`config.mk`:
```
export PLATFORM = sky130hd
export DESIGN_NAME = range_value_table_unit
export DESIGN_NICKNAME = d
export VERILOG_FILES = /design/src/rtl/rvt_pkg.sv /design/src/rtl/rvt_ctrl.sv /design/src/rtl/rvt_datapath.sv /design/src/rtl/range_value_table_unit.sv
export SDC_FILE = /design/constraint.sdc
export NUM_CORES = 2
export LEC_CHECK = 0
export ABC_CLOCK_PERIOD_IN_PS = 13060
export BUFFER_PORTS_ARGS = -buffer_cell sky130_fd_sc_hd__buf_4
export CELL_PAD_IN_SITES_DETAIL_PLACEMENT = 1
export CELL_PAD_IN_SITES_GLOBAL_PLACEMENT = 1
export CORE_AREA = 2 2 476 478
export DETAILED_ROUTE_END_ITERATION = 10
export DIE_AREA = 0 0 478 480
export MAX_ROUTING_LAYER = met4
export PLACE_DENSITY = 0.75
export REMOVE_ABC_BUFFERS = 1
export SYNTH_ARGS = -nofsm -noshare
export SYNTH_HDL_FRONTEND = slang
export SYNTH_SLANG_ARGS = --single-unit
export TNS_END_PERCENT = 50
```
`constraint.sdc`:
```
create_clock -name clk -period 13.06 [get_ports clk]
set_input_delay 0 -clock clk [delete_from_list [all_inputs] [get_ports clk]]
set_output_delay 0 -clock clk [all_outputs]
set_load 0.02 [all_outputs]
```
`src/rtl/rvt_pkg.sv`:
```
package rvt_pkg;

  localparam int TABLE_DEPTH = 64;
  localparam int KEY_WIDTH   = 32;
  localparam int VALUE_WIDTH = 8;
  localparam int AW = (TABLE_DEPTH > 1) ? $clog2(TABLE_DEPTH) : 1;
  localparam int CW = $clog2(TABLE_DEPTH + 1);
  localparam int NW = CW + 1;

  localparam logic OP_LOOKUP = 1'b0;
  localparam logic OP_ASSIGN = 1'b1;

  localparam logic [1:0] STATUS_DONE  = 2'd0;
  localparam logic [1:0] STATUS_EMPTY = 2'd1;
  localparam logic [1:0] STATUS_FULL  = 2'd2;

  typedef struct packed {
    logic                   operation;
    logic [KEY_WIDTH-1:0]   range_start;
    logic [KEY_WIDTH-1:0]   range_end;
    logic [VALUE_WIDTH-1:0] new_value;
    logic [KEY_WIDTH-1:0]   lookup_key;
  } in_req_t;

  typedef struct packed {
    logic [7:0] read_value;
    logic [1:0] status;
  } out_rsp_t;

  typedef enum logic [3:0] {
    S_IDLE,
    S_SCAN,
    S_SCAN_DRAIN,
    S_CALC,
    S_SHIFT,
    S_SHIFT_DRAIN,
    S_INS1,
    S_INS2,
    S_DONE
  } state_t;

  typedef struct packed {
    logic       load;
    logic       scan;
    logic       calc;
    logic       shift;
    logic       ins1;
    logic       ins2;
    logic       commit;
    logic       out_set;
    logic [1:0] out_status;
  } cmd_t;

  typedef struct packed {
    logic empty;
    logic full;
    logic no_move;
    logic lookup;
    logic scan_last;
    logic move_last;
    logic out_busy;
  } sts_t;

endpackage

```
`src/rtl/rvt_ctrl.sv`:
```
module rvt_ctrl (
  input  logic         clk,
  input  logic         rst_n,
  input  logic         in_valid,
  output logic         in_ready,
  input  rvt_pkg::sts_t sts,
  output rvt_pkg::cmd_t cmd
);

  rvt_pkg::state_t state_r, state_nxt;
  logic [1:0] status_r, status_nxt;

  always_ff @(posedge clk) begin
    if (!rst_n) begin
      state_r  <= rvt_pkg::S_IDLE;
      status_r <= rvt_pkg::STATUS_DONE;
    end else begin
      state_r  <= state_nxt;
      status_r <= status_nxt;
    end
  end

  always_comb begin
    state_nxt      = state_r;
    status_nxt     = status_r;
    in_ready       = 1'b0;
    cmd            = '0;
    cmd.out_status = status_r;
    case (state_r)
      rvt_pkg::S_IDLE: begin
        in_ready = 1'b1;
        if (in_valid) begin
          cmd.load  = 1'b1;
          state_nxt = rvt_pkg::S_SCAN;
        end
      end
      rvt_pkg::S_SCAN: begin
        cmd.scan = 1'b1;
        if (sts.scan_last) state_nxt = rvt_pkg::S_SCAN_DRAIN;
      end
      rvt_pkg::S_SCAN_DRAIN: state_nxt = rvt_pkg::S_CALC;
      rvt_pkg::S_CALC: begin
        cmd.calc   = 1'b1;
        status_nxt = rvt_pkg::STATUS_DONE;
        if (sts.lookup) begin
          state_nxt = rvt_pkg::S_DONE;
        end else if (sts.empty) begin
          status_nxt = rvt_pkg::STATUS_EMPTY;
          state_nxt  = rvt_pkg::S_DONE;
        end else if (sts.full) begin
          status_nxt = rvt_pkg::STATUS_FULL;
          state_nxt  = rvt_pkg::S_DONE;
        end else if (sts.no_move) begin
          state_nxt = rvt_pkg::S_INS1;
        end else begin
          state_nxt = rvt_pkg::S_SHIFT;
        end
      end
      rvt_pkg::S_SHIFT: begin
        cmd.shift = 1'b1;
        if (sts.move_last) state_nxt = rvt_pkg::S_SHIFT_DRAIN;
      end
      rvt_pkg::S_SHIFT_DRAIN: state_nxt = rvt_pkg::S_INS1;
      rvt_pkg::S_INS1: begin
        cmd.ins1  = 1'b1;
        state_nxt = rvt_pkg::S_INS2;
      end
      rvt_pkg::S_INS2: begin
        cmd.ins2   = 1'b1;
        cmd.commit = 1'b1;
        state_nxt  = rvt_pkg::S_DONE;
      end
      rvt_pkg::S_DONE: begin
        if (!sts.out_busy) begin
          cmd.out_set = 1'b1;
          state_nxt   = rvt_pkg::S_IDLE;
        end
      end
      default: state_nxt = rvt_pkg::S_IDLE;
    endcase
  end

endmodule

```
`src/rtl/rvt_datapath.sv`:
```
module rvt_datapath (
  input  logic             clk,
  input  logic             rst_n,
  input  rvt_pkg::in_req_t in_req,
  input  logic             cfg_we,
  input  logic [7:0]       cfg_data,
  input  rvt_pkg::cmd_t    cmd,
  output rvt_pkg::sts_t    sts,
  output logic             out_valid,
  input  logic             out_ready,
  output rvt_pkg::out_rsp_t out_rsp
);

  localparam int AW = rvt_pkg::AW;
  localparam int CW = rvt_pkg::CW;
  localparam int NW = rvt_pkg::NW;
  localparam int KW = rvt_pkg::KEY_WIDTH;
  localparam int VW = rvt_pkg::VALUE_WIDTH;

  logic [KW-1:0] key_mem [rvt_pkg::TABLE_DEPTH];
  logic [VW-1:0] val_mem [rvt_pkg::TABLE_DEPTH];

  rvt_pkg::in_req_t req_r;
  logic [CW-1:0] cnt_r, idx_r, sj_r, p_r, q_r, mleft_r, n_r;
  logic [VW-1:0] vp_r, vq_r, res_r, default_r;
  logic          e0_valid_r, sv_r, mv_v_r, up_r, ins1_r, ins2_r;
  logic [AW-1:0] mv_dst_r, off_r;
  logic [KW-1:0] rd_key_r;
  logic [VW-1:0] rd_val_r;
  logic          rd_zero_r;
  logic          out_valid_r;
  rvt_pkg::out_rsp_t out_r;

  logic [KW-1:0] rk;
  logic [VW-1:0] rv;
  logic          wr_en;
  logic [AW-1:0] wr_addr;
  logic [KW-1:0] wr_key;
  logic [VW-1:0] wr_val;
  logic          ins1_c, ins2_c;
  logic [NW-1:0] dst_c, n_c;

  // entry 0 reads as the default until it is written
  assign rk = rd_zero_r ? '0 : rd_key_r;
  assign rv = rd_zero_r ? default_r : rd_val_r;

  assign ins1_c = (p_r == '0) || (vp_r != req_r.new_value);
  assign ins2_c = (vq_r != req_r.new_value);
  assign dst_c  = NW'(p_r) + NW'(ins1_c) + NW'(ins2_c);
  assign n_c    = dst_c + NW'(cnt_r) - NW'(q_r);

  assign sts.empty     = (req_r.range_start >= req_r.range_end);
  assign sts.full      = (n_c > NW'(rvt_pkg::TABLE_DEPTH));
  assign sts.no_move   = (cnt_r == q_r) || (dst_c == NW'(q_r));
  assign sts.lookup    = (req_r.operation == rvt_pkg::OP_LOOKUP);
  assign sts.scan_last = (idx_r == cnt_r - CW'(1));
  assign sts.move_last = (mleft_r == CW'(1));
  assign sts.out_busy  = out_valid_r && !out_ready;

  always_comb begin
    wr_en   = 1'b0;
    wr_addr = mv_dst_r;
    wr_key  = rk;
    wr_val  = rv;
    if (mv_v_r) begin
      wr_en = 1'b1;
    end else if (cmd.ins1 && ins1_r) begin
      wr_en   = 1'b1;
      wr_addr = p_r[AW-1:0];
      wr_key  = req_r.range_start;
      wr_val  = req_r.new_value;
    end else if (cmd.ins2 && ins2_r) begin
      wr_en   = 1'b1;
      wr_addr = p_r[AW-1:0] + AW'(ins1_r);
      wr_key  = req_r.range_end;
      wr_val  = vq_r;
    end
  end

  always_ff @(posedge clk) begin
    if (wr_en) begin
      key_mem[wr_addr] <= wr_key;
      val_mem[wr_addr] <= wr_val;
    end
    rd_key_r <= key_mem[idx_r[AW-1:0]];
    rd_val_r <= val_mem[idx_r[AW-1:0]];
  end

  always_ff @(posedge clk) begin
    if (!rst_n) begin
      cnt_r       <= CW'(1);
      e0_valid_r  <= 1'b0;
      default_r   <= '0;
      sv_r        <= 1'b0;
      mv_v_r      <= 1'b0;
      out_valid_r <= 1'b0;
      rd_zero_r   <= 1'b1;
    end else begin
      rd_zero_r <= (idx_r[AW-1:0] == '0) && !e0_valid_r;
      if (cfg_we) begin
        default_r  <= cfg_data[VW-1:0];
        cnt_r      <= CW'(1);
        e0_valid_r <= 1'b0;
      end else begin
        if (wr_en && wr_addr == '0) e0_valid_r <= 1'b1;
        if (cmd.commit) cnt_r <= n_r;
      end
      sv_r   <= cmd.scan;
      mv_v_r <= cmd.shift;
      if (cmd.out_set) out_valid_r <= 1'b1;
      else if (out_ready) out_valid_r <= 1'b0;
    end
  end

  always_ff @(posedge clk) begin
    if (cmd.load) begin
      req_r <= in_req;
      idx_r <= '0;
      p_r   <= '0;
      q_r   <= '0;
    end else if (cmd.scan) begin
      idx_r <= idx_r + CW'(1);
      sj_r  <= idx_r;
    end else if (cmd.calc) begin
      ins1_r  <= ins1_c;
      ins2_r  <= ins2_c;
      n_r     <= n_c[CW-1:0];
      up_r    <= dst_c > NW'(q_r);
      off_r   <= dst_c[AW-1:0] - q_r[AW-1:0];
      mleft_r <= cnt_r - q_r;
      idx_r   <= (dst_c > NW'(q_r)) ? cnt_r - CW'(1) : q_r;
    end else if (cmd.shift) begin
      idx_r    <= up_r ? idx_r - CW'(1) : idx_r + CW'(1);
      mleft_r  <= mleft_r - CW'(1);
      mv_dst_r <= idx_r[AW-1:0] + off_r;
    end
    // returned scan entry, sorted so the last hit wins
    if (sv_r) begin
      if (rk <= req_r.lookup_key) res_r <= rv;
      if (rk < req_r.range_start) begin
        p_r  <= sj_r + CW'(1);
        vp_r <= rv;
      end
      if (rk <= req_r.range_end) begin
        q_r  <= sj_r + CW'(1);
        vq_r <= rv;
      end
    end
    if (cmd.out_set) begin
      out_r.status     <= cmd.out_status;
      out_r.read_value <= (req_r.operation == rvt_pkg::OP_LOOKUP) ? 8'(res_r) : 8'd0;
    end
  end

  assign out_valid = out_valid_r;
  assign out_rsp   = out_r;

endmodule

```
`src/rtl/range_value_table_unit.sv`:
```
// range value table: a sorted breakpoint table mapping every key to a value.
// one request at a time. a lookup scans the live entries. an assign scans,
// then moves the entries above the range one per cycle through the single
// table memory port, then writes up to two new breakpoints. a finished
// result sits in an output register so the next request can be taken while
// it waits. writing cfg_data resets the table to the one entry at key 0.
module range_value_table_unit (
  input  logic               clk,
  input  logic               rst_n,
  input  logic               in_valid,
  output logic               in_ready,
  input  rvt_pkg::in_req_t   in_req,
  output logic               out_valid,
  input  logic               out_ready,
  output rvt_pkg::out_rsp_t  out_rsp,
  input  logic               cfg_we,
  input  logic [7:0]         cfg_data
);

  // command and status between sequencer and datapath
  rvt_pkg::cmd_t cmd;
  rvt_pkg::sts_t sts;

  rvt_ctrl u_ctrl (
    .clk      (clk),
    .rst_n    (rst_n),
    .in_valid (in_valid),
    .in_ready (in_ready),
    .sts      (sts),
    .cmd      (cmd)
  );

  // table memory, scan results and output register
  rvt_datapath u_dp (
    .clk       (clk),
    .rst_n     (rst_n),
    .in_req    (in_req),
    .cfg_we    (cfg_we),
    .cfg_data  (cfg_data),
    .cmd       (cmd),
    .sts       (sts),
    .out_valid (out_valid),
    .out_ready (out_ready),
    .out_rsp   (out_rsp)
  );

endmodule

```
# After elaboration in Yosys (flattened, before gate mapping)
# Memory sizes are Yosys's and may differ from the RTL's. A register that Yosys moved wholly into a read port is not among the register bits.
# Index checks and enable logic that the tools add are counted.
dict set report word_totals {
  regBits 222
  ramBits 2560
  inputBits 118
  wordCells 151
  memories 2
}
dict set report op_classes {
  n_addsub 13
  order_cmp 6
  eq_ne 18
  muxes 53
  bitwise 4
  n_reduce_logical 25
}
# memory depth word_bits rd rd_clocked_by_memory_dff write_ports line
set mem_list {}
lappend mem_list {u_dp.key_mem 64 32 1 1 1 rvt_datapath.sv:20} ;# logic [KW-1:0] key_mem [rvt_pkg::TABLE_DEPTH];
lappend mem_list {u_dp.val_mem 64 8 1 1 1 rvt_datapath.sv:21} ;# logic [VW-1:0] val_mem [rvt_pkg::TABLE_DEPTH];
# cell n
set op_table {}
lappend op_table {{$mux 32} 4}
lappend op_table {{$mux 7} 13}
lappend op_table {{$le 32x32->1} 2}
lappend op_table {{$pmux 4 s9} 1}
lappend op_table {{$ge 32x32->1} 1}
lappend op_table {{$lt 32x32->1} 1}
lappend op_table {{$mux 8} 4}
lappend op_table {{$mux 4} 7}
lappend op_table {{$sub 7x1->7 const B} 3}
lappend op_table {{$mux 6} 3}
lappend op_table {{$eq 4x3->1 const B} 4}
lappend op_table {{$mux 1} 16}
lappend op_table {{$ne 8x8->1} 2}
lappend op_table {{$add 7x1->7 const B} 2}
lappend op_table {{$eq 7x7->1} 2}
lappend op_table {{$logic_not 6->1} 2}
lappend op_table {{$mux 2} 5}
lappend op_table {{$add 7x1->8} 1}
lappend op_table {{$add 8x1->8} 1}
lappend op_table {{$add 8x7->8} 1}
lappend op_table {{$eq 4x2->1 const B} 2}
lappend op_table {{$eq 8x7->1} 1}
lappend op_table {{$gt 8x7->1} 1}
lappend op_table {{$gt 8x7->1 const B} 1}
lappend op_table {{other kinds (21)} 39}

# Logic depth before layout (Yosys ltp)
dict set report logic_depth {
  depth_word 11
  mapped_depth 18
}

# Hierarchy
# Synthesis repeated with hierarchy kept, for this count alone.
dict set report hier_totals {
  hier_cells 5344
  hier_area_um2 112247.7
}
# module n_inst cells_each area_per_inst_um2 seq_area_each_um2
set modules_own_cells {}
lappend modules_own_cells {rvt_datapath 1 5295 111839.8 83750.3}
lappend modules_own_cells {rvt_ctrl 1 49 407.9 120.1}

# Worst setup path after synthesis
# No wires, ideal clock.
dict set report synth_path {
  path_kind {flip-flop to flip-flop}
  from {register u_ctrl.state_r[0]}
  to {memory u_dp.key_mem[0][16] in the netlist's numbering (data pin)}
  setup_ns 0.702
  arrival_time_ns 4.265
  t_required_ns 12.358
  setup_slack_ns 8.094
  path_stages_with_launch 9
  path_buffers 4
  cell_sequence {dfxtp_1 > buf_2 > and4bb_2 > and2_1 > buf_2 > clkbuf_1 > clkbuf_1 > a21oi_1 > o21ai_0}
}
dict set report synth_between {
  elab_chain_len 6
}
# element line
set synth_rtl {}
lappend synth_rtl {{start, declared} rvt_ctrl.sv:10} ;# rvt_pkg::state_t state_r, state_nxt;
lappend synth_rtl {{start signal, assigned} rvt_ctrl.sv:15} ;# state_r <= rvt_pkg::S_IDLE;
lappend synth_rtl {{start signal, assigned} rvt_ctrl.sv:18} ;# state_r <= state_nxt;
lappend synth_rtl {{$eq 4x3->1} rvt_ctrl.sv:29} ;# case (state_r)
lappend synth_rtl {{$mux 2} rvt_ctrl.sv:29}
lappend synth_rtl {{$logic_and 1x1->1} rvt_datapath.sv:72} ;# end else if (cmd.ins2 && ins2_r) begin
lappend synth_rtl {{$mux 32} rvt_datapath.sv:72}
lappend synth_rtl {{$mux 32 *} rvt_datapath.sv:67} ;# end else if (cmd.ins1 && ins1_r) begin
lappend synth_rtl {{$mux 32 *} rvt_datapath.sv:65} ;# if (mv_v_r) begin
lappend synth_rtl {{via u_dp.wr_key[16]} rvt_datapath.sv:38} ;# logic [KW-1:0] wr_key;
lappend synth_rtl {{end, declared} rvt_datapath.sv:20}
# The timed path passes the listed nets; every way through them passes the cells marked *.

# Worst setup path in the final report
dict set report layout_path {
  from {register u_dp.req_r[38] in the netlist's numbering}
  to {register u_ctrl.state_r[3]}
}
dict set report layout_between {
  elab_chain_len 11
}
# element line
set layout_rtl {}
lappend layout_rtl {{start, declared} rvt_datapath.sv:23} ;# rvt_pkg::in_req_t req_r;
lappend layout_rtl {{start signal, assigned} rvt_datapath.sv:117} ;# req_r <= in_req;
lappend layout_rtl {{$ne 8x8->1} rvt_datapath.sv:47} ;# assign ins1_c = (p_r == '0) || (vp_r != req_r.new_value);
lappend layout_rtl {{$logic_or 1x1->1} rvt_datapath.sv:47}
lappend layout_rtl {{via u_dp.ins1_c} rvt_datapath.sv:40} ;# logic ins1_c, ins2_c;
lappend layout_rtl {{$add 7x1->8} rvt_datapath.sv:49} ;# assign dst_c = NW'(p_r) + NW'(ins1_c) + NW'(ins2_c);
lappend layout_rtl {{$add 8x1->8} rvt_datapath.sv:49}
lappend layout_rtl {{$add 8x7->8} rvt_datapath.sv:50} ;# assign n_c = dst_c + NW'(cnt_r) - NW'(q_r);
lappend layout_rtl {{$sub 8x7->8} rvt_datapath.sv:50}
lappend layout_rtl {{via u_dp.n_c[4]} rvt_datapath.sv:41} ;# logic [NW-1:0] dst_c, n_c;
lappend layout_rtl {{$gt 8x7->1} rvt_datapath.sv:53} ;# assign sts.full = (n_c > NW'(rvt_pkg::TABLE_DEPTH));
lappend layout_rtl {{$mux 4} rvt_ctrl.sv:50} ;# end else if (sts.full) begin
lappend layout_rtl {{$mux 4} rvt_ctrl.sv:47} ;# end else if (sts.empty) begin
lappend layout_rtl {{$mux 4} rvt_ctrl.sv:45} ;# if (sts.lookup) begin
lappend layout_rtl {{$pmux 4 s9} rvt_ctrl.sv:29}
# The timed path passes the listed nets, and every way through them passes these cells.
# A chain may end at the register's enable or synchronous reset.

==> impl_metrics.ini <==
[pwr]
powerDensity_nw_per_um2 = 212
total_power_w = 0.0274
ir_drop_mv = 0.171
p_leak_nw = 41.7

[sta]
period_needed_ps = 5350
finalMaxSlewViolations = 0
clock_skew_ps = 58.3
hold_viol = 0
slew_headroom_pct = 8.35
fmax_mhz = 187
setup_viol = 0
hold_ws_ps = 54.8
tightest_slew_ps = 1370
rsz0062_at_grt = no
timing.final.crit_share_pct = 41.0

[clock_tree]
clkLatencyLatePin_ps = 940
cts_tree = built
cts-resized-gates = 0
clk_root_buffer_cell = clkbuf_16
h-tree-depth = 5
cts_buffers = 300
clkSlewWorstSetupHoldPaths_ps = 60
cts.sinks = 2822
post_cts_buffers = 0
ctsLongestPathBuffers = 4

[yosys]
synth_compound_area_share_pct = 2.21
synth.distinct_cells = 69
synthCells = 5182
syn_area_um2 = 112000
ys_ff_latch = 2822
yosys_warnings = 0
synth_mux_area_share_pct = 16.8
ys_async_sr_fraction_pct = 0
syn_avg_cell_area_um2 = 21.6
ys.flop_type = edfxtp_1
ys_seq_area_share_pct = 75.0
synth_xor_area_share_pct = 0.532
synth_fa_ha_area_share_pct = 2.01
synth_simple_gate_area_share_pct = 2.03
synth-edff-count = 2735
synth_top_family_by_area = multiplexers

[final_layout]
final_layout_size_suffix_gt1_share_pct = 27.3
multi_input_area_um2 = 27100
post-route-util_pct = 57.7
areaGrowthSynthToFinish_pct = 15.7
seqCellArea_um2 = 83900
num-fill-cells = 18811
final_nets = 6076

[grt]
grt_overflow = 0
track_usage_pct = 29.5
grt_max_degree = 112
grt_antenna_before_repair = 24
grt_pass1_vias = 60909
grt_pass1_wl_mm = 464

[routing]
drc_errors = 0
wl_per_cell_um = 36.2
drtPass1Iterations = 6
routed_wirelength_mm = 326
vias = 58564
drtAntennaViolNets = 0
vias_per_cell = 6.51
drt_iter0_drc = 8502

[placement]
place.gp.congestion = 0.891
io_buffers = 129
place_hpwl_mm = 186

[critical_path]
worstPathRequired_ps = 13840
worstPathMaxFanout = 5
cp_data_arrival_time_ps = 6130
critical_path.endpoint_type = flop
critPathKind = flop to flop
cp-start-kind = flop

[floorplanning]
io_pins = 130
core_area_um2 = 224000
die_h_um = 480
rows = 174
start_util_pct = 49.9
die-area_um2 = 229000
chipWidth_um = 478

[run_status]
status = finished, final reports clean

[hold_path]
worstHoldPathType = input port to flop

[run]
maxCapViolations = 0
-- layout make-up --
| class | count | share of cell area [%] |
|---|---|---|
| Clock inverter | 139 | 1.03 |
| Inverter | 137 | 0.401 |
| Antenna cell | 6 | 0.0116 |
| Timing Repair Buffer | 544 | 3.70 |
| Multi-Input combinational cell | 1980 | 20.9 |
| Sequential cell | 2822 | 64.9 |
| Clock buffer | 376 | 6.19 |
| Tap cell | 2992 | 2.89 |
-- synthesized netlist by cell type, types with 11 or more instances --
cell type | instances | area [um^2]
o22a_1 | 29 | 254
nor3_1 | 18 | 90.1
buf_1 | 37 | 139
nand2_1 | 138 | 518
xnor2_1 | 33 | 289
a22oi_1 | 20 | 150
o21ai_0 | 79 | 395
o22ai_1 | 19 | 119
buf_4 | 17 | 128
nor2_1 | 133 | 499
a31oi_1 | 22 | 138
edfxtp_1 | 2735 | 82100
nand3_1 | 31 | 155
fa_1 | 11 | 220
ha_1 | 162 | 2030
mux4_2 | 792 | 17800
dfxtp_1 | 87 | 1740
a21oi_1 | 108 | 541
mux2i_1 | 68 | 681
buf_2 | 81 | 405
nand4_1 | 20 | 125
nor2b_1 | 71 | 444
nor4_1 | 11 | 68.8
xor2_1 | 35 | 307
inv_1 | 135 | 507
nand2b_1 | 11 | 68.8
clkbuf_1 | 100 | 375
mux2_2 | 20 | 225
a211oi_1 | 25 | 188
a21o_1 | 21 | 158
-- placed cells by master (no fill, tap or decap), drive strengths merged, types with 8 or more instances in the layout --
cell type / n
xor2: 35
nor4: 11
clkinv: 105
o22a: 29
dlygate4sd3: 250
mux2: 20
o22ai: 20
nor2: 133
nor2b: 71
o21ai: 81
inv: 143
nand2b: 11
a31oi: 22
nand2: 138
fa: 11
ha: 162
a211oi: 25
a22oi: 20
a21oi: 109
nand4: 20
xnor2: 33
nor3: 18
buf: 294
nand3: 32
a21o: 21
and2: 8
or3: 8
bufinv: 25
dfxtp: 87
mux4: 792
mux2i: 68
edfxtp: 2735
clkbuf: 376
-- report_power, final --
| part | switching (W) | internal (W) |
|---|---|---|
| Combinational | 0.00481 | 0.00290 |
| Clock | 0.00348 | 0.00483 |
| Sequential | 0.000280 | 0.0111 |
| Total | 0.00857 | 0.0189 |
-- metal layers --
| layer | track usage [%] | share of wire [%] | up-vias |
|---|---|---|---|
| li1 | - | - | 22833 |
| met1 | 40.3 | 39 | 31413 |
| met2 | 44.8 | 48 | 3720 |
| met3 | 5.40 | 9.8 | 598 |
| met4 | 10.7 | 4.1 | 0 |
| met5 | - | 0 | - |
-- critical path, cell delays in order (launching register included) --
cell and delay (ps):
edfxtp_1 470, xor2_1 200, nor4_1 430, nand3_1 250, fa_1 530, ha_1 260
xor2_1 280, fa_1 470, ha_1 360, a211oi_1 370, nor2_1 120, xor2_1 160
or4_1 510, a21oi_1 400, a31oi_1 150, o31a_1 270
-- flip-flops by register name, indices dropped and copies added (netlist names), 4 cells and up --
signal and cells:
u_ctrl.state_r 4, u_dp.res_r 8, u_dp.rd_key_r 32, u_dp.q_r 7, u_dp.req_r 105, u_dp.cnt_r 7
u_dp.idx_r 7, u_dp.p_r 7, u_dp.vp_r 8, u_dp.mleft_r 7, u_dp.n_r 7, u_dp.vq_r 8
u_dp.default_r 8, u_dp.off_r 6, u_dp.key_mem 2048, u_dp.mv_dst_r 6, u_dp.rd_val_r 8, u_dp.sj_r 7
u_dp.out_rsp 10, u_dp.val_mem 512
-- kinds of logic after synthesis --
group                      after synthesis
AOI/OAI and AO/OA                      385
xor gates and xnor gates                68
adders and majority gates              173
buffers and inverters                  380
DFF                                   2822
muxes                                  880
and+or+nand+nor                        474
-- final timing paths --
kind	depth (start not counted)	slack, ps	to	startpoint
setup / recovery	15	7710	u_ctrl.state_r[3]$_SDFFE_PN0P_	u_dp.req_r[38]$_DFFE_PP_
hold / removal	3	50	u_ctrl.state_r[3]$_SDFFE_PN0P_	rst_n
setup reg to reg	15	7710	u_ctrl.state_r[3]$_SDFFE_PN0P_	u_dp.req_r[38]$_DFFE_PP_
hold reg to reg	0	440	u_dp.out_rsp[1]$_DFFE_PP_	u_ctrl.status_r[1]$_SDFFE_PN0P_
-- metrics by stage --
stage / cell area (um^2) / instances / setup slack (ps) / TNS, ps
detailed placement: 117000 / 8224 / 7780 / 0
floorplan: 111000 / 4939 / -17450 / -860970
CTS: 129000 / 8989 / 7760 / 0
global placement: 117000 / 8224 / 7860 / 0
finish: 129000 / 8996 / 7710 / 0
global route: 129000 / 8995 / 7490 / 0
-- timing repair --
item	4_1_cts	5_1_grt
setup endpoints to repair	0	0
endpoints found under the hold margin	157	0
hold buffers	250	0
Note: power is estimated with default switching activity, not from simulation.
